[config.mk]
export PLATFORM = sky130hd
export DESIGN_NAME = hsp_cell
export DESIGN_NICKNAME = d
export VERILOG_FILES = /design/src/rtl/hsp_pkg.sv /design/src/rtl/hsp_cell.sv
export SDC_FILE = /design/constraint.sdc
export NUM_CORES = 1
export LEC_CHECK = 0
export BUFFER_PORTS_ARGS = -buffer_cell sky130_fd_sc_hd__buf_2
export CAP_MARGIN = 10
export CELL_PAD_IN_SITES_DETAIL_PLACEMENT = 1
export CELL_PAD_IN_SITES_GLOBAL_PLACEMENT = 1
export CORE_MARGIN = 1
export CORE_UTILIZATION = 38
export DETAILED_ROUTE_END_ITERATION = 12
export GPL_ROUTABILITY_DRIVEN = 0
export GPL_TIMING_DRIVEN = 0
export MAX_ROUTING_LAYER = met4
export PLACE_DENSITY = 0.95
export SYNTH_ARGS = -nofsm -noshare
export SYNTH_HDL_FRONTEND = slang
export SYNTH_SLANG_ARGS = --single-unit
[constraint.sdc]
create_clock -name clk_i -period 1.2 [get_ports clk_i]
set_input_delay 0 -clock clk_i [delete_from_list [all_inputs] [get_ports clk_i]]
set_output_delay 0 -clock clk_i [all_outputs]
set_load 0.02 [all_outputs]
[src/rtl/hsp_pkg.sv]
// Shared package for the five-point heat stencil step.
// Holds the sizes, register codes, window type and grid clamp used by every rtl file.
// Depends on nothing.
`timescale 1ns / 1ps

package hsp_pkg;

  localparam int MAX_GRID   = 128;
  localparam int MIN_GRID   = 3;
  localparam int IDX_W      = $clog2(MAX_GRID);
  localparam int N_W        = $clog2(MAX_GRID + 1);
  localparam int CNT_W      = $clog2(MAX_GRID + 2);

  localparam int WORD_W     = 32;
  localparam int GRID_W     = 8;
  localparam int COEF_W     = 23;
  localparam int CFG_IDX_W  = 1;
  localparam int CFG_DATA_W = 23;

  localparam int DIFF_W      = WORD_W + 3;
  localparam int PROD_W      = DIFF_W + COEF_W + 1;
  localparam int ROUND_SHIFT = 24;
  localparam int Q_W         = PROD_W - ROUND_SHIFT;
  localparam int SUM_W       = Q_W + 1;

  localparam logic [GRID_W-1:0] GRID_RESET = 8'd128;
  localparam logic [COEF_W-1:0] COEF_RESET = 23'd142606;

  typedef enum logic [CFG_IDX_W-1:0] {
    REG_GRID_SIZE = 1'b0,
    REG_DIFF_COEF = 1'b1
  } hsp_reg_e;

  typedef struct packed {
    logic signed [WORD_W-1:0] above;
    logic signed [WORD_W-1:0] below;
    logic signed [WORD_W-1:0] left;
    logic signed [WORD_W-1:0] center;
    logic signed [WORD_W-1:0] right;
    logic                     border;
    logic                     frame_end;
  } hsp_win_t;

  function automatic logic [N_W-1:0] eff_grid(input logic [GRID_W-1:0] g);
    logic [N_W-1:0] n;
    if (int'(g) < MIN_GRID) begin
      n = N_W'(MIN_GRID);
    end else if (int'(g) > MAX_GRID) begin
      n = N_W'(MAX_GRID);
    end else begin
      n = N_W'(g);
    end
    return n;
  endfunction

endpackage

[src/rtl/hsp_cell.sv]
// One word cell of the horizontal window chain.
// Loads its neighbour's word on every accepted request that steps the window (en_i); uses hsp_pkg.
`timescale 1ns / 1ps

module hsp_cell (
  input  logic                              clk_i,
  input  logic                              rst_ni,
  input  logic                              en_i,
  input  logic signed [hsp_pkg::WORD_W-1:0] d_i,
  output logic signed [hsp_pkg::WORD_W-1:0] q_o
);
  import hsp_pkg::*;

  logic signed [WORD_W-1:0] word_q;

  always_ff @(posedge clk_i or negedge rst_ni) begin
    if (!rst_ni) begin
      word_q <= '0;
    end else if (en_i) begin
      word_q <= d_i;
    end
  end

  assign q_o = word_q;

endmodule

**Word level (Yosys, flattened, before mapping)**

Cells that the tools add are included.

- Output and inout bits: 32
- Register bits after elaboration: 32
- Input port bits: 35

**Longest topological paths before layout**

- Depth in word-level cells: 0
- Depth in mapped cells: 3
- Mapped depth without buffers: 1

**Worst setup path after synthesis**

Ideal clock, no wire load.

- Path kind: reg-to-reg
- From: reg q_o[0] (netlist name)
- To: reg word_q[0], in the netlist q_o[0]
- Cell stages (with the launch flop): 2
- Slack: 0.365 ns
- Arrival: 0.710 ns
- Library setup time: 0.125 ns
- Required time: 1.075 ns
- Buffers on the path: 0
- Clock period less this slack: 0.835 ns
- Path through: dfrtp_1 mux2_4

RTL lines:

| element | line | RTL |
|---|---|---|
| end signal, assigned | hsp_cell.sv:20 | `word_q <= d_i;` |
| end, declared | hsp_cell.sv:14 | `logic signed [WORD_W-1:0] word_q;` |

**Final worst setup path**

- From: in en_i
- To: reg word_q[12], in the netlist q_o[12]

RTL lines:

| element | line | RTL |
|---|---|---|
| start, declared | hsp_cell.sv:8 | `input logic en_i,` |

No word-level cell between the ends.

==> metrics <==
status finished, final reports clean; FF+latch area 800.8 µm²; Clock Skew 0 ps; HP Class primary input to asynchronous set/reset pin; Final setup viols 0; DRC violations left 0; Initial Utilization 39.99%; Area Growth Syn to Fin 58.14%; first-pass GRT wire length 5637 µm; adder-cell share of the synthesized area 0%; commonest non-fill, non-tap cells in the layout buf_2 (65), dlygate4sd3_1 (34), dfrtp_1 (32), mux2_4 (30), clkbuf_4 (5); layout cells sized above 1 61.14%; vias in the first global route 1129; Leak Pwr 1.094 nW; Avg Inst Size Synth 19.78 µm²; CTS tree done; First-pass DRT Iterations 3; RSZ-0062 raised after global routing false; syn nets roughly 100; Die X between 60 and 70 µm; Fin Hold WS 254.5 ps; Yosys cell types 5; final worst setup slack 258.8 ps; Wirelength per Cell 17.13 µm; # nets final 209; die height 61.50 µm; I/O Pins 67; # Max-Cap Violations 0; Ant. Diodes 0; most common cell after layout, fill and taps aside buf_2; drt total wl 3786 µm; critical path required time 1400 ps; Slew HR 52.40%; #FFs+latches synth 32; Inserted Clock Buffers 5; Root Buffer clkbuf_4; Synth Instances 68; final hold violation count 0; die area 3782 µm²; largest family of logic cells by synthesized area multiplexers; clock tree buffer depth 2; critical path class primary input to flip-flop; Crit. End Element flip-flop; total power 2.563 mW; vias per cell 4.584; multi-input logic area 473.0 µm²; power per cell area 1205 nW/µm²; dpl hpwl 2144 µm; DRT iter0 DRCs 7; max reg flops 32; GRT overflow 0; Mapped Area ~1300 µm²; Seq/Total Area, Yosys between 50% and 60%; largest net degree at the start of global routing 33; # rows 21; Max VDD drop between 0.7 and 0.8 mV; post-synthesis compound-gate area fraction 0%; Clock transition at path regs 110 ps; via count between 1000 and 1500; max-slew violations 0; Synth Area in Simple Gates 0%; H-tree levels 2; placed inst area about 1700 µm²; CP arrival 1140 ps; Clk Latency, worst-skew pair 310 ps; Syn. warnings 0; antenna viol nets, final 0; filler instances 350; area of all placed cells without fillers 2127 µm²; Buffers on Ports between 60 and 70; core region area 3363 µm²; final worst path period need 941.2 ps; final setup TNS 0 ps; initial antenna violation count 0; CP Launch Type primary input; Setup WS pre-CTS 424.3 ps; worst slew pin tran roughly 710 ps; Total GRT Usage 22.47%; fin crit share between 70% and 80%; peak fanout along the critical path 10; f_max 1.062 GHz; Setup Buffers After CTS 0; clk sink count 32; multiplexer share of the synthesized area roughly a third; post-synthesis xor/xnor area fraction 0%
cells in the mapped netlist:
cell type / number / area share, %
dfrtp_1: 32 / 60
mux2_4: 30 / 33
buf_12: 3 / 4.5
mux2_2: 2 / 1.7
buf_6: 1 / 0.84
critical path, cell delays in order:
cell and delay [ps]:
dlygate4sd3_1 540, buf_6 150, buf_12 150, mux2_4 300
repair_timing:
item,CTS,global route
resized for setup,0,0
hold buffers,34,0
hold endpoints to repair,64,0
final cells by class:
type,instances,area share [%]
buffer,4,3.353
clock buffer,8,2.765
multi-input combinational,32,22.24
sequential,32,37.65
tap,46,2.706
timing repair buffer,99,31.29
layer usage:
metal	GRT usage, %	vias to the layer above	wire, µm
met5	-	-	0
met4	7.937	0	64
met3	5.252	6	157
met2	36.71	40	1981
met1	27.20	519	1583
li1	-	448	-
where the power goes:
part           internal [mW]  leakage, nW  switching [mW]
Clock                  0.289       0.0326           0.349
Sequential              1.19        0.374          0.0683
Combinational          0.360        0.687           0.310
cells by family after synthesis:
kind of cell           count (synthesis)
muxes                                 32
buffers and inverters                  4
DFF                                   32
stage by stage:
stage / instances / utilization (%)
3_5_place_dp: 179 / 51.38
6_report: 221 / 63.24
2_1_floorplan: 68 / -
4_1_cts: 221 / 63.24
5_1_grt: 221 / 63.24
3_3_place_gp: 179 / 51.38
final timing paths:
kind	start	endpoint	slack [ps]	depth (start not counted)
max reg2reg	q_o[20]	q_o[20]	390	1
max	en_i	q_o[12]	260	4
min reg2reg	q_o[18]	q_o[18]	510	1
max in group asynchronous	rst_ni	q_o[12]	480	2
min	rst_ni	q_o[26]	250	2
min in group clk_i	d_i[15]	q_o[15]	430	3
Power figures use the tool's default switching activity.
